==> src/jev_pkg.sv <==
// ============================================================================
// jev_pkg
// Shared types and constants for the joystick event to key code translator.
// ============================================================================
`default_nettype none

package jev_pkg;

    localparam int AXES   = 16;
    localparam int SLOT_W = $clog2(AXES);

    localparam int DATA_W  = 32;
    localparam int PADDR_W = 3;

    localparam logic [14:0] DEAD_ZONE_RESET = 15'd6540;
    localparam logic [10:0] BUTTON_FLAG     = 11'h400;
    localparam logic [3:0]  SLOT_MASK       = 4'hF;

    localparam logic [0:0] REG_DEAD_ZONE = 1'b0;

    localparam logic [1:0] KIND_BUTTON = 2'd0;
    localparam logic [1:0] KIND_AXIS   = 2'd1;

    typedef struct packed {
        logic [1:0]          kind;
        logic [7:0]          number;
        logic signed [15:0]  level;
    } item_t;

    typedef struct packed {
        logic        pressed;
        logic [10:0] code;
    } result_t;

    typedef struct packed {
        logic               wr;
        logic [SLOT_W-1:0]  slot;
        logic [9:0]         held;
        logic signed [15:0] kept;
    } axis_upd_t;

endpackage

`default_nettype wire

==> src/jev_if.sv <==
// ============================================================================
// jev_if
// Valid/ready stream interfaces for joystick events and key code results.
// ============================================================================
`default_nettype none

interface jev_in_if;
    logic               valid;
    logic               ready;
    logic [1:0]         kind;
    logic [7:0]         number;
    logic signed [15:0] level;

    modport source (output valid, kind, number, level, input ready);
    modport sink   (input valid, kind, number, level, output ready);
endinterface

interface jev_out_if;
    logic        valid;
    logic        ready;
    logic        pressed;
    logic [10:0] code;

    modport source (output valid, pressed, code, input ready);
    modport sink   (input valid, pressed, code, output ready);
endinterface

`default_nettype wire

==> src/jev_apb_regs.sv <==
// ============================================================================
// jev_apb_regs
// APB-style configuration register holding the dead zone half-width.
// ============================================================================
`default_nettype none

module jev_apb_regs (
    input  wire logic                        clk,
    input  wire logic                        rst_n,
    input  wire logic                        psel,
    input  wire logic                        penable,
    input  wire logic                        pwrite,
    input  wire logic [jev_pkg::PADDR_W-1:0] paddr,
    input  wire logic [jev_pkg::DATA_W-1:0]  pwdata,
    output logic      [jev_pkg::DATA_W-1:0]  prdata,
    output logic                             pready,
    output logic      [14:0]                 dead_zone
);

    logic [14:0] dead_zone_reg;
    logic [14:0] dead_zone_next;
    logic        hit_dead_zone;

    assign pready        = 1'b1;
    assign hit_dead_zone = (paddr[jev_pkg::PADDR_W-1:2] == jev_pkg::REG_DEAD_ZONE);

    always_comb
    begin
        dead_zone_next = dead_zone_reg;
        if (psel && penable && pwrite && pready && hit_dead_zone)
        begin
            dead_zone_next = pwdata[14:0];
        end
    end

    always_ff @(posedge clk or negedge rst_n)
    begin
        if (!rst_n)
        begin
            dead_zone_reg <= jev_pkg::DEAD_ZONE_RESET;
        end
        else
        begin
            dead_zone_reg <= dead_zone_next;
        end
    end

    assign prdata    = hit_dead_zone ? {{(jev_pkg::DATA_W-15){1'b0}}, dead_zone_reg}
                                     : '0;
    assign dead_zone = dead_zone_reg;

endmodule

`default_nettype wire

==> src/jev_axis_state.sv <==
// ============================================================================
// jev_axis_state
// Per-axis held key code and last kept level, read and updated once a cycle.
// ============================================================================
`default_nettype none

module jev_axis_state (
    input  wire logic                       clk,
    input  wire logic                       rst_n,
    input  wire logic [jev_pkg::SLOT_W-1:0] rd_slot,
    output logic      [9:0]                 rd_held,
    output logic signed [15:0]              rd_kept,
    input  wire jev_pkg::axis_upd_t         upd
);

    logic [jev_pkg::AXES-1:0][9:0]         held_reg;
    logic [jev_pkg::AXES-1:0][9:0]         held_next;
    logic [jev_pkg::AXES-1:0][15:0]        kept_reg;
    logic [jev_pkg::AXES-1:0][15:0]        kept_next;

    always_comb
    begin
        held_next = held_reg;
        kept_next = kept_reg;
        if (upd.wr)
        begin
            held_next[upd.slot] = upd.held;
            kept_next[upd.slot] = upd.kept;
        end
    end

    always_ff @(posedge clk or negedge rst_n)
    begin
        if (!rst_n)
        begin
            held_reg <= '0;
            kept_reg <= '0;
        end
        else
        begin
            held_reg <= held_next;
            kept_reg <= kept_next;
        end
    end

    assign rd_held = held_reg[rd_slot];
    assign rd_kept = signed'(kept_reg[rd_slot]);

endmodule

`default_nettype wire

==> src/jev_xlate.sv <==
// ============================================================================
// jev_xlate
// Translate one event into an optional key beat and an axis state update.
// ============================================================================
`default_nettype none

module jev_xlate (
    input  wire jev_pkg::item_t             item,
    input  wire logic [14:0]                dead_zone,
    input  wire logic [9:0]                 held,
    input  wire logic signed [15:0]         kept,
    output logic      [jev_pkg::SLOT_W-1:0] slot,
    output logic                            has_result,
    output jev_pkg::result_t                result,
    output jev_pkg::axis_upd_t              upd
);

    logic signed [17:0] lvl_w;
    logic signed [17:0] dz_w;
    logic signed [17:0] snap_w;
    logic signed [17:0] kept_w;
    logic signed [15:0] snapped;
    logic               in_center;
    logic               in_band;
    logic [9:0]         press_code;
    logic [9:0]         axis_code;

    assign slot = jev_pkg::SLOT_W'(({1'b0, item.number[3:0] & jev_pkg::SLOT_MASK})
                                   % 5'(jev_pkg::AXES));

    assign lvl_w     = 18'(item.level);
    assign dz_w      = signed'({3'b000, dead_zone});
    assign in_center = (lvl_w < dz_w) && (lvl_w > -dz_w);
    assign snapped   = in_center ? 16'sd0 : item.level;

    assign snap_w  = 18'(snapped);
    assign kept_w  = 18'(kept);
    assign in_band = (snap_w < kept_w + dz_w) && (snap_w > kept_w - dz_w);

    assign press_code = {1'b0, item.number, 1'b0} + 10'd1
                        + {9'd0, (snapped > 16'sd0)};
    assign axis_code  = (snapped != 16'sd0) ? press_code : held;

    always_comb
    begin
        has_result     = 1'b0;
        result.pressed = 1'b0;
        result.code    = '0;
        upd.wr         = 1'b0;
        upd.slot       = slot;
        upd.held       = '0;
        upd.kept       = snapped;
        priority if (item.kind == jev_pkg::KIND_AXIS)
        begin
            if (!in_band)
            begin
                upd.wr         = 1'b1;
                upd.held       = (snapped != 16'sd0) ? press_code : 10'd0;
                result.pressed = (snapped != 16'sd0);
                result.code    = {1'b0, axis_code};
                has_result     = (axis_code != 10'd0);
            end
        end
        else if (item.kind == jev_pkg::KIND_BUTTON)
        begin
            result.pressed = (item.level == 16'sd1);
            result.code    = {3'b000, item.number} | jev_pkg::BUTTON_FLAG;
            has_result     = (item.level == 16'sd0) || (item.level == 16'sd1);
        end
        else
        begin
            has_result = 1'b0;
        end
    end

endmodule

`default_nettype wire

==> src/joystick_event_to_key_code.sv <==
// ============================================================================
// joystick_event_to_key_code
// Turn joystick axis and button events into key press and release codes.
//
//   Port      Dir  Kind          Payload
//   in_ch     in   valid/ready   kind[1:0] number[7:0] level[15:0] signed
//   out_ch    out  valid/ready   pressed code[10:0]
//   apb       in   APB write/rd  dead_zone at byte address 0
//
// One event per cycle while out_ch does not stall; each event is held in the
// input register, and any beat it makes then goes to the result register.
// Axis state is updated as the event leaves the input register, so the next
// event already sees it. Events that give no beat move on even while out_ch
// stalls; reset clears the dead zone to 6540 and all axis state to zero.
// ============================================================================
`default_nettype none

module joystick_event_to_key_code (
    input  wire logic                        clk,
    input  wire logic                        rst_n,
    jev_in_if.sink                           in_ch,
    jev_out_if.source                        out_ch,
    input  wire logic                        psel,
    input  wire logic                        penable,
    input  wire logic                        pwrite,
    input  wire logic [jev_pkg::PADDR_W-1:0] paddr,
    input  wire logic [jev_pkg::DATA_W-1:0]  pwdata,
    output logic      [jev_pkg::DATA_W-1:0]  prdata,
    output logic                             pready
);

    logic                       s1_valid_reg;
    logic                       s1_valid_next;
    jev_pkg::item_t             s1_item_reg;
    logic                       res_valid_reg;
    logic                       res_valid_next;
    jev_pkg::result_t           res_reg;

    logic [14:0]                dead_zone;
    logic [jev_pkg::SLOT_W-1:0] slot;
    logic [9:0]                 held;
    logic signed [15:0]         kept;
    logic                       has_result;
    jev_pkg::result_t           result;
    jev_pkg::axis_upd_t         upd;
    jev_pkg::axis_upd_t         upd_gated;
    logic                       consume;
    logic                       take;

    jev_apb_regs u_regs (
        .clk       (clk),
        .rst_n     (rst_n),
        .psel      (psel),
        .penable   (penable),
        .pwrite    (pwrite),
        .paddr     (paddr),
        .pwdata    (pwdata),
        .prdata    (prdata),
        .pready    (pready),
        .dead_zone (dead_zone)
    );

    jev_xlate u_xlate (
        .item       (s1_item_reg),
        .dead_zone  (dead_zone),
        .held       (held),
        .kept       (kept),
        .slot       (slot),
        .has_result (has_result),
        .result     (result),
        .upd        (upd)
    );

    always_comb
    begin
        upd_gated    = upd;
        upd_gated.wr = upd.wr && consume;
    end

    jev_axis_state u_state (
        .clk     (clk),
        .rst_n   (rst_n),
        .rd_slot (slot),
        .rd_held (held),
        .rd_kept (kept),
        .upd     (upd_gated)
    );

    // advance the input register when the result slot is free or no beat is made
    assign consume     = s1_valid_reg && (!res_valid_reg || out_ch.ready || !has_result);
    assign in_ch.ready = !s1_valid_reg || consume;
    assign take        = in_ch.valid && in_ch.ready;

    always_comb
    begin
        s1_valid_next = s1_valid_reg;
        if (take)
        begin
            s1_valid_next = 1'b1;
        end
        else if (consume)
        begin
            s1_valid_next = 1'b0;
        end

        res_valid_next = res_valid_reg;
        if (consume && has_result)
        begin
            res_valid_next = 1'b1;
        end
        else if (out_ch.ready)
        begin
            res_valid_next = 1'b0;
        end
    end

    always_ff @(posedge clk or negedge rst_n)
    begin
        if (!rst_n)
        begin
            s1_valid_reg  <= 1'b0;
            res_valid_reg <= 1'b0;
        end
        else
        begin
            s1_valid_reg  <= s1_valid_next;
            res_valid_reg <= res_valid_next;
        end
    end

    always_ff @(posedge clk)
    begin
        if (take)
        begin
            s1_item_reg.kind   <= in_ch.kind;
            s1_item_reg.number <= in_ch.number;
            s1_item_reg.level  <= in_ch.level;
        end
        if (consume && has_result)
        begin
            res_reg <= result;
        end
    end

    assign out_ch.valid   = res_valid_reg;
    assign out_ch.pressed = res_reg.pressed;
    assign out_ch.code    = res_reg.code;

    a_beat_from_stage: assert property (@(posedge clk) disable iff (!rst_n)
        $rose(res_valid_reg) |-> $past(s1_valid_reg))
        else $error("result beat appeared without a staged event");

    a_code_nonzero: assert property (@(posedge clk) disable iff (!rst_n)
        res_valid_reg |-> (res_reg.code != 11'd0))
        else $error("key code zero delivered");

    a_button_code: assert property (@(posedge clk) disable iff (!rst_n)
        (res_valid_reg && res_reg.code[10]) |-> (res_reg.code[9:8] == 2'b00))
        else $error("button code out of range");

    a_no_state_write_other: assert property (@(posedge clk) disable iff (!rst_n)
        (upd_gated.wr) |-> (s1_item_reg.kind == jev_pkg::KIND_AXIS))
        else $error("axis state written by a non-axis event");

endmodule

`default_nettype wire
==> src/flat_wrapper.sv <==
// flat-port wrapper written by rule: the top's interface ports become plain ports
module joystick_event_to_key_code_flat 
  (clk, rst_n, psel, penable, pwrite, paddr, pwdata, prdata, pready, in_ch_valid, in_ch_kind, in_ch_number, in_ch_level, in_ch_ready, out_ch_valid, out_ch_pressed, out_ch_code, out_ch_ready);
  jev_in_if in_ch_i ();
  jev_out_if out_ch_i ();
  input  wire logic clk;
  input  wire logic rst_n;
  input  wire logic psel;
  input  wire logic penable;
  input  wire logic pwrite;
  input  wire logic [jev_pkg::PADDR_W-1:0] paddr;
  input  wire logic [jev_pkg::DATA_W-1:0] pwdata;
  output logic      [jev_pkg::DATA_W-1:0] prdata;
  output logic pready;
  input wire logic [$bits(in_ch_i.valid)-1:0] in_ch_valid;
  input wire logic [$bits(in_ch_i.kind)-1:0] in_ch_kind;
  input wire logic [$bits(in_ch_i.number)-1:0] in_ch_number;
  input wire logic [$bits(in_ch_i.level)-1:0] in_ch_level;
  output wire logic [$bits(in_ch_i.ready)-1:0] in_ch_ready;
  output wire logic [$bits(out_ch_i.valid)-1:0] out_ch_valid;
  output wire logic [$bits(out_ch_i.pressed)-1:0] out_ch_pressed;
  output wire logic [$bits(out_ch_i.code)-1:0] out_ch_code;
  input wire logic [$bits(out_ch_i.ready)-1:0] out_ch_ready;
  assign in_ch_i.valid = in_ch_valid;
  assign in_ch_i.kind = in_ch_kind;
  assign in_ch_i.number = in_ch_number;
  assign in_ch_i.level = in_ch_level;
  assign in_ch_ready = in_ch_i.ready;
  assign out_ch_valid = out_ch_i.valid;
  assign out_ch_pressed = out_ch_i.pressed;
  assign out_ch_code = out_ch_i.code;
  assign out_ch_i.ready = out_ch_ready;
  joystick_event_to_key_code u_core (.clk(clk), .rst_n(rst_n), .in_ch(in_ch_i), .out_ch(out_ch_i), .psel(psel), .penable(penable), .pwrite(pwrite), .paddr(paddr), .pwdata(pwdata), .prdata(prdata), .pready(pready));
endmodule
==> config.mk <==
export PLATFORM = sky130hd
export DESIGN_NAME = joystick_event_to_key_code_flat
export DESIGN_NICKNAME = d
export VERILOG_FILES = /design/src/jev_pkg.sv /design/src/jev_if.sv /design/src/jev_apb_regs.sv /design/src/jev_axis_state.sv /design/src/jev_xlate.sv /design/src/joystick_event_to_key_code.sv /design/src/flat_wrapper.sv
export SDC_FILE = /design/constraint.sdc
export NUM_CORES = 1
export LEC_CHECK = 0
export BUFFER_PORTS_ARGS = -buffer_cell sky130_fd_sc_hd__buf_2
export CAP_MARGIN = 10
export CORE_MARGIN = 5
export CORE_UTILIZATION = 62
export DETAILED_ROUTE_END_ITERATION = 10
export GPL_TIMING_DRIVEN = 0
export HOLD_SLACK_MARGIN = 0.03
export PLACE_DENSITY = 0.8
export SLEW_MARGIN = 20
export SYNTH_ARGS = -nofsm -noshare
export SYNTH_HDL_FRONTEND = slang
export SYNTH_SLANG_ARGS = --single-unit
==> constraint.sdc <==
create_clock -name clk -period 11.1 [get_ports clk]
set_input_delay 0.555 -clock clk [delete_from_list [all_inputs] [get_ports clk]]
set_output_delay 0.555 -clock clk [all_outputs]
set_load 0.02 [all_outputs]
==> results.txt, run 1 <==
----------------------------------------------------
[Run status]
  Outcome ... finished, final reports clean

[Placed design]
  Post-Place Cells ... 2408
  IO Port Bufs ... 77
  Placer congestion estimate ... 0.958
  Post-placement worst setup slack ... -0.249 ns
  Standard cell area after detailed placement ... 26100 um2
  Detailed placement HPWL ... 45400 um

[GRT]
  Global-route wire length before repair ... 103000 um
  Total congestion overflow ... 0
  Initial antenna violation count ... 1
  Largest net degree at the start of global routing ... 107
  Global Route Usage Sum ... 30.2%
  Vias in the first global route ... 17300

[Synthesis]
  Post-synth EDFFs ... 38
  Fraction of registers with async set/reset ... 91.9%
  Post-Syn Instances ... 1785
  Number of warning messages in the yosys log ... 0
  Total standard cell area after synthesis ... 24900 um2
  Synth Register Bits ... 471
  Mapped Avg Cell Area ... 13.9 um2
  Synth unique cells ... 87
  Post-synth top flop ... sky130_fd_sc_hd__dfrtp_1
  Part of the Yosys area used for sequential elements ... 48.2%

[Timing]
  Largest clock skew in the final design ... 0.0136 ns
  Tightest slew margin relative to the limit ... 29.5%
  Number of failing setup endpoints in the final timing report ... 0
  Fmax ... 96.1 MHz
  Final worst setup slack ... 0.689 ns
  Max Slew Vio Count ... 0
  Slew at the pin with the worst max-slew slack ... 1.06 ns
  Final hold viol count ... 0
  Time the final worst path needs with I/O delays and setup ... 10.41 ns
  Setup repair after global routing missed its margin ... false
  Fraction of the cycle the final worst path needs ... 93.8%

[Flow run]
  Count of max-cap constraint violations ... 0

[Worst setup path]
  Launch point of the critical path ... u_core.s1_item_reg[16]$_DFFE_PP_
  Critical Path Source Type ... register
  Critical path class ... register to output port
  Reg2Reg Launch Point ... u_core.s1_item_reg[16]$_DFFE_PP_
  CP max-delay cell ... sky130_fd_sc_hd__mux4_2
  Arrival time worst endpoint ... 9.86 ns
  Worst setup EP type ... output port
  Peak per-stage delay on the critical path ... 0.55 ns
  Top fanout value on the critical path ... 10
  Required time at the worst-slack endpoint ... 10.55 ns

[Final layout]
  Fraction of the core area covered by cells at the end of the flow ... 70.1%
  Area growth syn-to-layout ... 11.9%
  Multi-input gate area in the final layout ... 12100 um2
  Nets ... 2091
  Number of flip-flops under the largest register name ... 256
  Final Non-Filler Cells ... 2499
  Post-route cell area ... 27800 um2
  Area taken by flip-flops and latches ... 12000 um2
  Fraction of layout instances using a drive strength above 1 ... 40.4%
  Number of fillers in the final layout ... 2643

[Route]
  Drc violations ... 0
  Starting DRC count in detailed routing ... 1257
  Drt via density ... 6.43
  ANT nets after route ... 0
  Via count ... 16100
  Total iterations of the first detailed-routing run ... 5
  Average wire per cell in the routed design ... 26.3 um
  Post-detailed-routing wire length ... 65600 um

[Clocking]
  Clock tree from TritonCTS ... yes
  CTS Buffer Depth ... 3
  Inserted Clock Buffers ... 49
  Register clock-pin slew on the reported worst setup and hold paths ... 0.06 ns
  Worst skew pair latency ... 0.60 ns
  # H-tree levels ... 2
  Root buffer selected by CTS ... sky130_fd_sc_hd__clkbuf_16
  Clk sink count ... 471

[Power and ir drop]
  PD cells ... 187 nW/um2
  Internal power of the cells ... 3.64 mW
  Combinational share of power ... 26.1%
  Share of power burned in the clock network ... 32.7%
  Share of total power consumed by net switching ... 30.3%
  Switching pwr ... 1.58 mW
  Final total power ... 5.22 mW
  Share of power burned in registers ... 41.2%
  Peak supply drop ... 0.136 mV
  Leakage ... 13.0 nW

[Floorplan]
  Die Height ... 210 um
  Die width ... 210 um
  Area enclosed by the die boundary ... 44200 um2
  Placeable Area ... 39700 um2
  Number of primary I/O pins ... 115
  Starting density of the core ... 62.6%
  Number of placement rows ... 73

[Min path]
  Worst hold path class ... input port to register
  Worst hold path startpoint ... in_ch_number[2]

----------------------------------------------------
## path summary, 6_finish.rpt
check	end	depth (start not counted)	slack [ns]
worst max-delay path	in_ch_ready	32	0.69
worst min-delay path	u_core.s1_item_reg[18]$_DFFE_PP_	1	0.14
worst max register to register	u_core.u_state.held_reg[58]$_DFFE_PN0P_	31	0.95
worst min register to register	u_core.u_state.kept_reg[229]$_DFFE_PN0P_	1	0.49
max in group asynchronous	u_core.u_state.held_reg[82]$_DFFE_PN0P_	5	8.78
min in group asynchronous	u_core.u_regs.dead_zone[1]$_DFFE_PN0P_	2	0.46
## cell type report
| class | instances | share of cell area (%) |
|---|---|---|
| clock inverters | 22 | 1.05 |
| inverters | 51 | 0.687 |
| repair buffers | 83 | 1.95 |
| flip-flops and latches | 471 | 43.0 |
| diodes | 1 | 0.00899 |
| clock buffers | 68 | 4.92 |
| plain buffers | 139 | 2.71 |
| well taps | 525 | 2.36 |
| multi-input cells | 1139 | 43.3 |
## cells by family (layout without fill, tap and decap cells)
family	Yosys count	in the layout	synth area share, %
muxes	535	535	30.4
other	2	19	0.0302
DFF	471	471	48.2
and+or+nand+nor	286	286	6.72
adders and majority gates	89	89	4.54
xor gates and xnor gates	44	44	1.60
buffers and inverters	191	363	3.70
AOI/OAI and AO/OA	167	167	4.86
## Yosys cell counts (7+ instances only)
| library cell | number | area (um2) |
|---|---|---|
| sky130_fd_sc_hd__and2_1 | 15 | 93.8 |
| sky130_fd_sc_hd__clkbuf_1 | 61 | 229 |
| sky130_fd_sc_hd__a21oi_1 | 41 | 205 |
| sky130_fd_sc_hd__buf_2 | 16 | 80.1 |
| sky130_fd_sc_hd__xnor2_1 | 36 | 315 |
| sky130_fd_sc_hd__nand3_1 | 21 | 105 |
| sky130_fd_sc_hd__buf_1 | 17 | 63.8 |
| sky130_fd_sc_hd__nor2b_1 | 37 | 231 |
| sky130_fd_sc_hd__xor2_1 | 7 | 61.3 |
| sky130_fd_sc_hd__ha_1 | 87 | 1090 |
| sky130_fd_sc_hd__mux4_2 | 130 | 2930 |
| sky130_fd_sc_hd__a21boi_0 | 7 | 52.6 |
| sky130_fd_sc_hd__dfrtp_1 | 427 | 10700 |
| sky130_fd_sc_hd__mux2_4 | 19 | 285 |
| sky130_fd_sc_hd__o21ai_0 | 29 | 145 |
| sky130_fd_sc_hd__edfxtp_1 | 38 | 1140 |
| sky130_fd_sc_hd__nand4_1 | 16 | 100 |
| sky130_fd_sc_hd__mux2_2 | 378 | 4260 |
| sky130_fd_sc_hd__o21bai_1 | 7 | 52.6 |
| sky130_fd_sc_hd__and3_1 | 9 | 56.3 |
| sky130_fd_sc_hd__nand2b_1 | 8 | 50.1 |
| sky130_fd_sc_hd__nor3_4 | 10 | 163 |
| sky130_fd_sc_hd__mux2_1 | 8 | 90.1 |
| sky130_fd_sc_hd__a211oi_1 | 8 | 60.1 |
| sky130_fd_sc_hd__nor4_1 | 12 | 75.1 |
| sky130_fd_sc_hd__inv_1 | 51 | 191 |
| sky130_fd_sc_hd__nand2_1 | 47 | 176 |
| sky130_fd_sc_hd__a21o_1 | 14 | 105 |
| sky130_fd_sc_hd__nor3_1 | 18 | 90.1 |
| sky130_fd_sc_hd__nor2_1 | 64 | 240 |
| sky130_fd_sc_hd__buf_4 | 43 | 323 |
## critical path, delay by kind of cell (launching register included)
family	cells	cell delay (ns)
flip-flops	1	0.41
buffers and inverters	9	2.68
AND/OR/NAND/NOR	6	0.95
adder cells (fa/ha/maj)	2	0.62
AO/OA/AOI/OAI	13	3.48
multiplexers	2	1.09
## metal layers
metal | global-route usage (%) | share of wire (%)
met1 | 39.0 | 39
met2 | 50.7 | 49
met3 | 5.95 | 6.5
met4 | 12.5 | 4.7
met5 | 0 | 0
## layout by cell type, fill, tap and decap left out, types with 15 or more instances in the layout
cell type                   instances
sky130_fd_sc_hd__and2_1            15
sky130_fd_sc_hd__nor3_1            18
sky130_fd_sc_hd__ha_1              87
sky130_fd_sc_hd__nand3_1           21
sky130_fd_sc_hd__mux2_2           378
sky130_fd_sc_hd__o21ai_0           29
sky130_fd_sc_hd__nor2b_1           36
sky130_fd_sc_hd__conb_1            18
sky130_fd_sc_hd__edfxtp_1          38
sky130_fd_sc_hd__nor2_1            64
sky130_fd_sc_hd__nand4_1           16
sky130_fd_sc_hd__mux4_2           130
sky130_fd_sc_hd__dfrtp_1          427
sky130_fd_sc_hd__clkbuf_16         50
sky130_fd_sc_hd__clkbuf_1          63
sky130_fd_sc_hd__xnor2_1           36
sky130_fd_sc_hd__buf_4             43
sky130_fd_sc_hd__mux2_4            19
sky130_fd_sc_hd__buf_2             92
sky130_fd_sc_hd__inv_1             51
sky130_fd_sc_hd__a21oi_1           40
sky130_fd_sc_hd__nand2_1           47
## per-stage QoR
step	hold slack (ns)	setup TNS, ns
after global routing	0.117	0
final	0.136	0
after detailed placement	0.474	-8.08
after global placement	0.463	-75.90
after CTS	0.109	0
after floorplan	0.259	0
## timing repair
item	in CTS	in global routing
buffers inserted	0	0
hold buffers	1	0
endpoints found under the setup margin	133	189
gates resized for setup	9	15
endpoints found under the hold margin	55	0
## power by group through the flow
stage | registers, mW | logic (mW) | clock network, mW
6_report | 2.15 | 1.36 | 1.70
5_1_grt | 2.18 | 1.48 | 1.80
2_1_floorplan | 2.12 | 1.00 | 0
3_3_place_gp | 2.15 | 1.28 | 0
4_1_cts | 2.15 | 1.35 | 1.73
3_5_place_dp | 2.17 | 1.34 | 0
(Power assumes the default switching activity.)
==> run 2, diff against run 1 <==
--- a/config.mk
+++ b/config.mk
@@ -8,11 +8,11 @@
 export BUFFER_PORTS_ARGS = -buffer_cell sky130_fd_sc_hd__buf_2
 export CAP_MARGIN = 10
 export CORE_MARGIN = 5
-export CORE_UTILIZATION = 62
+export CORE_UTILIZATION = 54
 export DETAILED_ROUTE_END_ITERATION = 10
 export GPL_TIMING_DRIVEN = 0
 export HOLD_SLACK_MARGIN = 0.03
-export PLACE_DENSITY = 0.8
+export PLACE_DENSITY = 0.71
 export SLEW_MARGIN = 20
 export SYNTH_ARGS = -nofsm -noshare
 export SYNTH_HDL_FRONTEND = slang
==> run 2 against run 1 <==
Design area increased by 0.41%. Sequential power hardly changed. Global-route usage shrank 4.1 points. Total power fell by 0.43%. Fmax fell by 1.4%. Clock-buffer cell count increased by 8. Clock power about the same. Register-to-register slack lost 0.05 ns. Critical path depth unchanged. Highest routed layer unchanged.
==> results.txt, run 2 (synthesized netlist as in run 1, its figures left out) <==
----------------------------------------------------
[Run status]
  Outcome ... finished, final reports clean

[Route]
  Drc violations ... 0
  Via count ... 15900
  Average wire per cell in the routed design ... 25.3 um
  Total iterations of the first detailed-routing run ... 5
  Post-detailed-routing wire length ... 65300 um
  Drt via density ... 6.16
  ANT nets after route ... 0
  Starting DRC count in detailed routing ... 1153

[Worst setup path]
  Top fanout value on the critical path ... 10
  Worst setup EP type ... output port
  Most common cell type on the critical path ... sky130_fd_sc_hd__clkbuf_2
  Critical path class ... register to output port
  Arrival time worst endpoint ... 10.00 ns
  CP max-delay cell ... sky130_fd_sc_hd__mux4_2
  Critical Path Source Type ... register
  Peak per-stage delay on the critical path ... 0.54 ns
  Required time at the worst-slack endpoint ... 10.55 ns

[Power and ir drop]
  PD cells ... 186 nW/um2
  Leakage ... 13.1 nW
  Final total power ... 5.20 mW
  Peak supply drop ... 0.132 mV

[Final layout]
  Fraction of layout instances using a drive strength above 1 ... 40.6%
  Nets ... 2092
  Area growth syn-to-layout ... 12.4%
  Fraction of the core area covered by cells at the end of the flow ... 61.5%
  Most common cell after layout, fill and taps aside ... sky130_fd_sc_hd__dfrtp_1
  Number of flip-flops under the largest register name ... 256
  Post-route cell area ... 28000 um2
  Highest-count cells in the layout ignoring fill and taps ... sky130_fd_sc_hd__dfrtp_1, sky130_fd_sc_hd__mux2_2, sky130_fd_sc_hd__mux4_2
  Antenna cells ... 0

[GRT]
  Total congestion overflow ... 0
  Largest net degree at the start of global routing ... 104
  Initial antenna violation count ... 0
  Global-route wire length before repair ... 101000 um
  Global Route Usage Sum ... 26.1%
  Vias in the first global route ... 16800

[Floorplan]
  Starting density of the core ... 54.7%
  Placeable Area ... 45500 um2
  Area enclosed by the die boundary ... 50500 um2
  Number of primary I/O pins ... 115
  Number of placement rows ... 78
  Die Height ... 225 um
  Die width ... 225 um

[Flow run]
  Count of max-cap constraint violations ... 0

[Timing]
  Time the final worst path needs with I/O delays and setup ... 10.56 ns
  Max Slew Vio Count ... 0
  Largest clock skew in the final design ... 0.0239 ns
  Fmax ... 94.7 MHz
  Final hold viol count ... 0
  Number of failing setup endpoints in the final timing report ... 0
  Slew at the pin with the worst max-slew slack ... 1.10 ns
  Tightest slew margin relative to the limit ... 27.0%
  Fraction of the cycle the final worst path needs ... 95.1%
  Total Negative Setup Slacks ... 0 ns
  Setup repair after global routing missed its margin ... false

[Min path]
  Worst hold path class ... input port to register

[Placed design]
  Standard cell area after detailed placement ... 26200 um2
  Placer congestion estimate ... 0.933
  Detailed placement HPWL ... 45800 um
  IO Port Bufs ... 77

[Clocking]
  Clk sink count ... 471
  Clock tree from TritonCTS ... yes
  CTS Buffer Depth ... 3
  Inserted Clock Buffers ... 50
  Worst skew pair latency ... 0.61 ns
  Buffers inserted by post-CTS timing repair ... 0
  # H-tree levels ... 2
  Register clock-pin slew on the reported worst setup and hold paths ... 0.06 ns
  Root buffer selected by CTS ... sky130_fd_sc_hd__clkbuf_16

----------------------------------------------------
-- run 2: area by class of cell --
type                            count  area [um2]
Clock buffer                       76        1470
Timing Repair Buffer               83         543
Multi-Input combinational cell   1139       12100
Clock inverter                     18         213
Buffer                            139         752
Tap cell                          600         751
Fill cell                        3469       17500
Inverter                           51         191
Sequential cell                   471       12000
-- run 2: report_power, final --
group / internal, mW / switching [mW] / total, mW
clock: 0.990 / 0.716 / 1.71
sequential: 2.00 / 0.148 / 2.14
combinational: 0.634 / 0.714 / 1.35
-- run 2: stage by stage --
step           setup WS [ns]  instances  hold slack, ns
3_3_place_gp           -3.27       2478           0.462
2_1_floorplan           1.22       1801           0.259
3_5_place_dp          -0.250       2483           0.475
6_report               0.542       2577           0.118
4_1_cts                0.109       2578          0.0965
5_1_grt               0.0161       2577           0.106
-- run 2: path summary, 6_finish.rpt --
kind | depth (start not counted) | startpoint | end | slack, ns
min reg2reg | 1 | u_core.u_state.kept_reg[77]$_DFFE_PN0P_ | u_core.u_state.kept_reg[77]$_DFFE_PN0P_ | 0.48
max | 32 | u_core.s1_item_reg[17]$_DFFE_PP_ | in_ch_ready | 0.54
min in group asynchronous | 2 | rst_n | u_core.u_regs.dead_zone[0]$_DFFE_PN0P_ | 0.57
max reg2reg | 32 | u_core.s1_item_reg[17]$_DFFE_PP_ | u_core.u_state.kept_reg[112]$_DFFE_PN0P_ | 0.90
max in group asynchronous | 5 | rst_n | u_core.u_state.held_reg[53]$_DFFE_PN0P_ | 8.82
min | 1 | in_ch_kind[0] | u_core.s1_item_reg[24]$_DFFE_PP_ | 0.12
-- run 2: metal layers --
| layer | up-vias | wire (um) | global-route usage (%) |
|---|---|---|---|
| met5 | - | 0 | 0 |
| met4 | 0 | 2420 | 9.23 |
| li1 | 6888 | - | - |
| met2 | 535 | 31600 | 43.4 |
| met1 | 8326 | 27600 | 35.3 |
| met3 | 119 | 3700 | 4.18 |
-- run 2: timing repair --
item                                    in CTS  in global routing
endpoints found under the hold margin       81                  0
endpoints found under the setup margin      86                 29
resized for setup                           11                 14
hold buffers                                 1                  0
-- run 2: critical path, delay by kind of cell (launching register included) --
family | cells | cell delay, ns
AO/OA/AOI/OAI | 14 | 3.69
adder cells (fa/ha/maj) | 2 | 0.61
buffers and inverters | 10 | 3.19
flip-flops | 1 | 0.32
multiplexers | 2 | 0.93
AND/OR/NAND/NOR | 4 | 0.64
